## src/hdl/wrh_ram.sv

```systemverilog
// ----------------------------------------------------------------------------
// wrh_ram
// Generic single write port, single read port RAM with registered read.
// ----------------------------------------------------------------------------
module wrh_ram #(
   parameter int WIDTH = 8,
   parameter int DEPTH = 16
) (
   input  logic                     clock,
   input  logic                     wr_en,
   input  logic [$clog2(DEPTH)-1:0] wr_addr,
   input  logic [WIDTH-1:0]         wr_data,
   input  logic                     rd_en,
   input  logic [$clog2(DEPTH)-1:0] rd_addr,
   output logic [WIDTH-1:0]         rd_data
);

   logic [WIDTH-1:0] mem [DEPTH];

   always_ff @(posedge clock) begin
      if (wr_en) begin
         mem[wr_addr] <= wr_data;
      end
      if (rd_en) begin
         rd_data <= mem[rd_addr];
      end
   end

endmodule

```

## config.mk

```make
export PLATFORM = sky130hd
export DESIGN_NAME = wrh_ram
export DESIGN_NICKNAME = d
export VERILOG_FILES = /design/src/hdl/wrh_ram.sv
export SDC_FILE = /design/constraint.sdc
export NUM_CORES = 1
export LEC_CHECK = 0
export BUFFER_PORTS_ARGS = -buffer_cell sky130_fd_sc_hd__buf_2
export CORE_MARGIN = 2
export CORE_UTILIZATION = 60
export DETAILED_ROUTE_END_ITERATION = 8
export PLACE_DENSITY = 0.88
export SLEW_MARGIN = 10
export SYNTH_ARGS = -nofsm -noshare
export SYNTH_HDL_FRONTEND = slang
export SYNTH_SLANG_ARGS = --single-unit
```

## constraint.sdc

```tcl
create_clock -name clock -period 2.3 [get_ports clock]
set_input_delay 0.23 -clock clock [delete_from_list [all_inputs] [get_ports clock]]
set_output_delay 0.23 -clock clock [all_outputs]
set_load 0.005 [all_outputs]
```

# ---- Word-level counts from Yosys, hierarchy flattened
# Memory sizes are Yosys's and may differ from the RTL's. A register that Yosys moved wholly into a read port is not among the register bits.
# Index checks and enable logic that the tools add are counted.
dict set report totals {
  in_bits 19
  wordCells 3
  n_memories 1
  ramBits 128
  regBits 0
}
dict set report classes {
  mux 2
}
# memory words width read_ports rd_ports_with_merged_regs wr line
set memory_table {}
lappend memory_table {mem 16 8 1 1 1 18} ;# logic [WIDTH-1:0] mem [DEPTH];
# operator n
set ops {}
lappend ops {{$mux 1} 2}

# ---- Logic depth before layout (Yosys ltp)
# Gate-level depths: netlist of the first run.
dict set report depth {
  depth_word 2
  mapped_depth 5
  ltp_nobuf 3
}

# ---- Least setup slack after synthesis of the first run
# OpenSTA, ideal clock, no wires.
dict set report synth_timing {
  path_type {input to register}
  startpoint {input wr_addr[2]}
  endpoint {memory mem[0][0], enable pin}
  n_path_buf 0
  required_time_ps 1917
  stages 2
  setup_slack_ps 577
  arrival_time_ps 1340
  setup_ps 383
  path_cell_list {or3b_2 > nor3_1}
}
# item line
set synth_lines {}
lappend synth_lines {{start, declared} 11} ;# input logic [$clog2(DEPTH)-1:0] wr_addr,
lappend synth_lines {{end, declared} 18}
# Straight into the memory's write port.

==> impl_results.md, run 1 <==
* Status: completed
* Initial Util at 60.8%
* Max Transition Viols Final at 0
* Hold path start: rd_en
* Most Used Layer, Global Route: met2
* Endpoints failing setup at 0
* Reg2reg start: mem[5][2]
* Boundary pin count at 27
* Met2 usage in global routing at 36.1%
* Pwr Density at 947 mW/mm²
* Synth top area share at 78.1%
* Number of vias per cell at 6.29
* Layout Utilization at 71.7%
* Layout cell share with drive strength beyond 1 at 31.2%
* Final HPWL DP at 6050 µm
* Critical Path RT at 2.56 ns
* Hold Buf Count CTS at 0
* Full die area at 0.00948 mm²
* Final period util at 66.6%
* Synthesized area at 0.00523 mm²
* DP Cell Count at 368
* DR WL/cell at 25.0 µm
* Worst-path clk slew at 0.06 ns
* DR vias at 2514
* Grt ovf at 0
* Fin crit period at 1.53 ns
* Clock Skew at 0.00888 ns
* Die Y at 97.3 µm
* Yosys warning count at 0
* Synth unique cells at 18
* Fillers at 490
* RD Place Congestion at 0.812
* 1st-iter DRT viols at 306
* Clock sink count at 136
* Sequential area share after synthesis at 78.1%
* Area Overhead vs Synth at 17.8%
* Number of max-cap violations at 0
* Worst Hold Endpoint: rd_data[2]
* Floorplan row count at 34
* WL final at 10000 µm
* Multi-input gate area at 0.00106 mm²
* Register area at 0.00408 mm²
* Antenna Violating Nets Remaining at 0
* Non-Filler Instances at 400
* Detailed-route DRC error count at 0
* CP Max Fanout at 1
* First-pass GRT wire length at 15400 µm
* Worst hold path type: input pin to flip-flop
* Input/output buffers at 26
* Root Buffer: clkbuf_8
* Hold_ws at 0.0845 ns
* Core Box Area at 0.00859 mm²
* Post-Synthesis Cells at 229
* Nets at 298
* Resize count post-CTS at 0
* Setup TNS at 0 ns
* Critical Path AT at 1.79 ns
* Die width at 97.3 µm
* Max frequency at 652 MHz
* Syn nets at 248
* CTS max path bufs at 2
* Largest net degree at the start of global routing at 33
* Pre-CTS setup slack at 0.464 ns
* Setup crit start kind: flip-flop
* Worst hold path depth at 1
* Setup Buffers After CTS at 0
* CTS buffer count at 17
* Worst Setup End Kind: flip-flop
* Ant. Diodes at 0
* Reg2reg setup slack at 0.77 ns
* Worst slew pin tran at 0.748 ns
* R2r endpoint: rd_data[2]
* Max_slew headroom at 50.0%
* Unrepaired setup endpoints after global routing: false
* H-tree level count at 4
* Area leader, netlist: edfxtp_1
* Initial antenna violation count at 0
* Final hold vios at 0
* Setup CP Type: flip-flop to flip-flop
* GRT Total Usage at 23.1%
* Grt met1 use at 32.5%
* Drt pass-1 iters at 5
* Maximum vdd drop at 648 µV
* Met3 Use GR at 5.61%
* Later-pin clock latency in the skew report at 0.52 ns
* Seq cells post-synth at 136
* TritonCTS clock tree: done
* Number of global-route vias before repair at 2553
* Most area-consuming cells after synthesis: edfxtp_1, mux4_2, mux4_1
* Avg Inst Size Synth at 22.8 µm²
* Reg2reg path depth at 3
* Pleak at 2.09 nW
* Worst Setup Slack, final at 0.767 ns
-- worst max path at each step --
stage,startpoint,end,slack (ns),cells past startpoint
after CTS,mem[8][2],rd_data[2],0.77,3
after global placement,rd_addr[0],rd_data[2],0.46,5
after detailed placement,rd_addr[0],rd_data[3],0.46,5
after floorplan,wr_addr[2],mem[0][0],0.58,2
final,mem[5][2],rd_data[2],0.77,3
after global routing,mem[9][3],rd_data[3],0.73,3
-- placed cells by master (no fill, tap or decap) --
cell type and instances:
edfxtp_1 136, buf_2 26, mux4_2 18, a22oi_1 16
clkbuf_16 16, mux4_1 14, nor2_1 13, buf_4 13
nand2_1 9, nor3_1 4, bufinv_16 4, clkinvlp_4 3
inv_6 3, nand3b_1 2, nand2b_1 2, clkinv_2 2
clkinv_4 2, buf_12 2, nor2b_1 1, and2_1 1
and2b_1 1, nand3_1 1, or3b_2 1, clkbuf_8 1
clkbuf_1 1
-- registers in the layout, indices dropped and copies added (netlist names) --
register and cells:
mem 128, rd_data 8
-- layout make-up --
type                    count  share of cell area, %
clock buffers              18                   6.79
clock inverters            14                   3.19
multi-input cells          83                   17.2
flip-flops and latches    136                   66.3
well taps                 108                   2.19
repair buffers             41                   4.35
-- where the power goes --
group | internal, mW | total, mW | switching [mW]
sequential | 2.79 | 2.81 | 0.0167
combinational | 0.107 | 0.252 | 0.145
clock | 1.77 | 2.77 | 1.00
total | 4.67 | 5.83 | 1.17
-- cells by family (layout without fill, tap and decap cells) --
family	count (synthesis)	in the layout	share of synthesized area [%]
flip-flops	136	136	78.1
multiplexers	32	32	14.8
buffers and inverters	10	73	1.65
AND/OR/NAND/NOR	35	35	3.14
AO/OA/AOI/OAI	16	16	2.30
-- metrics by stage --
stage | instance area [µm²] | total power, mW
global route | 6160 | 6.00
CTS | 6160 | 5.86
floorplan | 5230 | 3.00
global placement | 5540 | 3.09
finish | 6160 | 5.83
detailed placement | 5540 | 3.11
-- synthesized netlist by cell type --
cell type and instances:
edfxtp_1 136, mux4_2 18, a22oi_1 16, mux4_1 14, nor2_1 13, nand2_1 9
nor3_1 4, buf_2 3, buf_6 3, clkdlybuf4s25_2 3, nand2b_1 2, nand3b_1 2
and2_1 1, and2b_1 1, buf_4 1, nand3_1 1, nor2b_1 1, or3b_2 1
-- critical path, cell delays in order, from the launching register on --
cell and delay (ns):
edfxtp_1 0.40, mux4_1 0.58, a22oi_1 0.21, nand2_1 0.08
-- layer usage --
layer / share of wire, % / up-vias
met5: 0 / -
met4: 1.4 / 0
met3: 7.0 / 12
met2: 51 / 139
met1: 40 / 1274
li1: - / 1089
Power figures use the tool's default switching activity.
==> run 2: changes to the inputs <==
- ABC_AREA: not set -> 1
- clock period: 2.3 -> 1.6 ns (I/O delays scaled with it)
==> run 2 against run 1 <==
Net effect: clock power is 43% higher; total power increased by 45%; global-route usage is 4.1 points higher; non-clock buffer count rose by 8; critical endpoint is now rd_data[6]; register-to-register slack lost 0.36 ns.
==> impl_results.md, run 2 <==
* Status: completed (unchanged)
* Worst Hold Endpoint: mem[15][1] (was rd_data[2])
* Area Overhead vs Synth at 16.1% (was 17.8%)
* Worst Setup End Kind: output pin (was flip-flop)
* Endpoints failing setup at 0 (unchanged)
* Die width at 103 µm (was 97.3 µm)
* Later-pin clock latency in the skew report at 0.52 ns (about the same)
* CTS max path bufs at 2 (unchanged)
* Dpl cell area at 0.00618 mm² (was 0.00554 mm²)
* Clock Skew at 0.00554 ns (was 0.00888 ns)
* Final period util at 78.1%
* Layout cell share with drive strength beyond 1 at 12.8% (was 31.2%)
* Initial Util at 60.9% (was 60.8%)
* Reg2reg start: mem[5][1] (was mem[5][2])
* 1st-iter DRT viols at 513 (was 306)
* Most area-consuming cells after synthesis: edfxtp_1, nand2_1, nand3_1 (was edfxtp_1, mux4_2, mux4_1)
* Max Transition Viols Final at 0 (unchanged)
* WL final at 13100 µm (was 10000 µm)
* Critical Path RT at 1.44 ns (was 2.56 ns)
* Net Switching at 1.81 mW (was 1.17 mW)
* Top cells by count, synth: nand2_1, edfxtp_1, inv_1 (was edfxtp_1, mux4_2, a22oi_1)
* Detailed-route DRC error count at 0 (unchanged)
* Async S/R FF share, synth at 0% (unchanged)
* Setup crit start kind: flip-flop (unchanged)
* Antenna Violating Nets Remaining at 0 (unchanged)
* R2r endpoint: rd_data[1] (was rd_data[2])
* Clock sink count at 136 (unchanged)
* Reg2reg path depth at 6 (was 3)
* Syn nets at 570 (was 248)
* Final HPWL DP at 7990 µm (was 6050 µm)
* Post-synth EDFFs at 136 (unchanged)
* Number of max-cap violations at 0 (unchanged)
* Post-Synthesis Cells at 551 (was 229)
* Most common cell after layout, fill and taps aside: nand2_1 (was edfxtp_1)
* Synth unique cells at 11 (was 18)
* Pleak at 2.95 nW (was 2.09 nW)
* Worst hold path depth at 1 (unchanged)
* Root Buffer: clkbuf_8 (unchanged)
* Input/output buffers at 26 (unchanged)
* Maximum vdd drop at 880 µV (was 648 µV)
* Max_slew headroom at 58.5% (was 50.0%)
* GRT Total Usage at 27.2% (was 23.1%)
* Hold path start: wr_data[1] (was rd_en)
* Part of the power in the clock network at 46.6% (was 47.5%)
* Boundary pin count at 27 (unchanged)
* Delay of the slowest critical-path stage at 0.42 ns (was 0.58 ns)
* Synthesized area at 0.00585 mm² (was 0.00523 mm²)
* Setup TNS at 0 ns (unchanged)
* Setup Buffers After CTS at 0 (unchanged)
* Delay-heaviest family, CP: flip-flops (was multiplexers)
* Most frequent cells in the layout: nand2_1, edfxtp_1, inv_1 (was edfxtp_1, buf_2, mux4_2)
* Seq cells post-synth at 136 (unchanged)
* Sw Share at 21.4% (was 20.0%)
* Largest net degree at the start of global routing at 62 (was 33)
* Flop pwr share at 47.6% (was 48.2%)
* Synth top area share at 69.8% (was 78.1%)
* Unrepaired setup endpoints after global routing: false (unchanged)
* Max frequency at 800 MHz
* Biggest register: mem (unchanged)
* Combinational power share at 5.8% (was 4.3%)
* Fin crit period at 1.25 ns
* Worst slew pin tran at 0.622 ns (was 0.748 ns)
* Critical Path Slowest Stage Cell: edfxtp_1 (was mux4_1)
* DR vias at 4025 (was 2514)
* Floorplan row count at 36 (was 34)
* Core Box Area at 0.00959 mm² (was 0.00859 mm²)
* CTS buffer count at 17 (unchanged)
* Avg Inst Size Synth at 10.6 µm² (was 22.8 µm²)
* TritonCTS clock tree: done (unchanged)
* Setup CP Type: flip-flop to output pin (was flip-flop to flip-flop)
* Buf/Inv on CP at 1 (was 0)
* Top Registers: mem: 128 flops, rd_data: 8 flops (unchanged)
* RD Place Congestion at 0.892 (was 0.812)
* Count leader, synth: nand2_1 (was edfxtp_1)
* Critical Path AT at 1.09 ns (was 1.79 ns)
* Design internal power at 6.67 mW (was 4.67 mW)
* Nets at 614 (was 298)
* H-tree level count at 4 (unchanged)
* DR WL/cell at 17.7 µm (was 25.0 µm)
* Full die area at 0.0106 mm² (was 0.00948 mm²)
* Top FF cell, synth: edfxtp_1 (unchanged)
* Resize count post-CTS at 0 (unchanged)
* Initial antenna violation count at 0 (unchanged)
* Sequential area share after synthesis at 69.8% (was 78.1%)
* Number of vias per cell at 5.43 (was 6.29)
* Number of global-route vias before repair at 3896 (was 2553)
* Crit-path cells: buf_2 (was mux4_1 > a22oi_1 > nand2_1)
* Final hold vios at 0 (unchanged)
* CP Max Fanout at 1 (unchanged)
* Die Y at 103 µm (was 97.3 µm)
* Yosys warning count at 0 (unchanged)
* Reg2reg setup slack at 0.41 ns (was 0.77 ns)
* Area leader, netlist: edfxtp_1 (unchanged)
* Design Area, Final at 0.00679 mm² (was 0.00616 mm²)
* First-pass GRT wire length at 20500 µm (was 15400 µm)
* Worst-path clk slew at 0.06 ns (about the same)
* Worst hold path type: input pin to flip-flop (unchanged)
* Grt ovf at 0 (unchanged)
* Number of flip-flops in the largest register at 128 (unchanged)
* Drt pass-1 iters at 5 (unchanged)
* Ant. Diodes at 0 (unchanged)
* Pwr Density at 1250 mW/mm² (was 947 mW/mm²)
-- run 2: changes by cell type after synthesis, moves of 2 or more --
| cell | before | now |
|---|---|---|
| clkdlybuf4s25_2 | 3 | 0 |
| mux4_1 | 14 | 0 |
| mux4_2 | 18 | 0 |
| inv_2 | 0 | 2 |
| buf_6 | 3 | 6 |
| buf_4 | 1 | 4 |
| a22oi_1 | 16 | 0 |
| inv_1 | 0 | 100 |
| nor2_1 | 13 | 17 |
| buf_2 | 3 | 13 |
| nand3_1 | 1 | 97 |
| nand2_1 | 9 | 173 |
| nor3_1 | 4 | 0 |
| nand2b_1 | 2 | 0 |
-- run 2: through the flow --
step	hold slack [ns]	util [%]	setup WS (ns)	total power, mW	instances
floorplan	0.259	-	0.489	4.39	551
global placement	0.522	64.4	0.241	4.57	708
detailed placement	0.528	64.4	0.205	4.59	708
CTS	0.0477	70.8	0.341	8.48	741
global route	0.0455	70.8	0.322	8.71	741
finish	0.0545	70.8	0.350	8.49	741
-- run 2: metal layers --
layer / vias to the layer above / track usage, % / part of all wire (%)
met5: - / 0 / 0
met4: 0 / 10.6 / 3.0
met3: 36 / 8.14 / 11
met2: 250 / 42.8 / 49
met1: 1868 / 36.1 / 37
li1: 1871 / - / -
-- run 2: logic make-up after synthesis --
group                  Yosys count  synth area share [%]
DFF                            136                  69.8
buffers and inverters          126                  9.39
and+or+nand+nor                289                  20.8
-- run 2: worst max-delay path by stage --
stage,start,end,slack [ns],depth (start not counted)
finish,rd_data[6],rd_data[6],0.35,1
global route,rd_data[6],rd_data[6],0.32,1
CTS,rd_data[6],rd_data[6],0.34,1
detailed placement,rd_addr[0],rd_data[0],0.21,7
global placement,rd_addr[0],rd_data[0],0.24,7
floorplan,wr_addr[2],mem[10][0],0.49,2
-- run 2: power groups by stage --
stage               clock network (mW)  registers [mW]  logic (mW)
global placement                     0            4.11       0.462
detailed placement                   0            4.11       0.480
global route                      4.12            4.04       0.546
CTS                               3.95            4.04       0.489
floorplan                            0            4.11       0.281
finish                            3.95            4.04       0.495
-- run 2: final cells by class --
class	instances	area, µm²
inverters	102	383
flip-flops and latches	136	4080
well taps	133	166
fillers	630	2810
clock inverters	14	181
multi-input cells	289	1210
repair buffers	49	343
clock buffers	18	418
-- run 2: timing repair --
item | in CTS | in global routing
hold buffers | 1 | 0
endpoints found under the setup margin | 0 | 0
hold endpoints to repair | 8 | 0
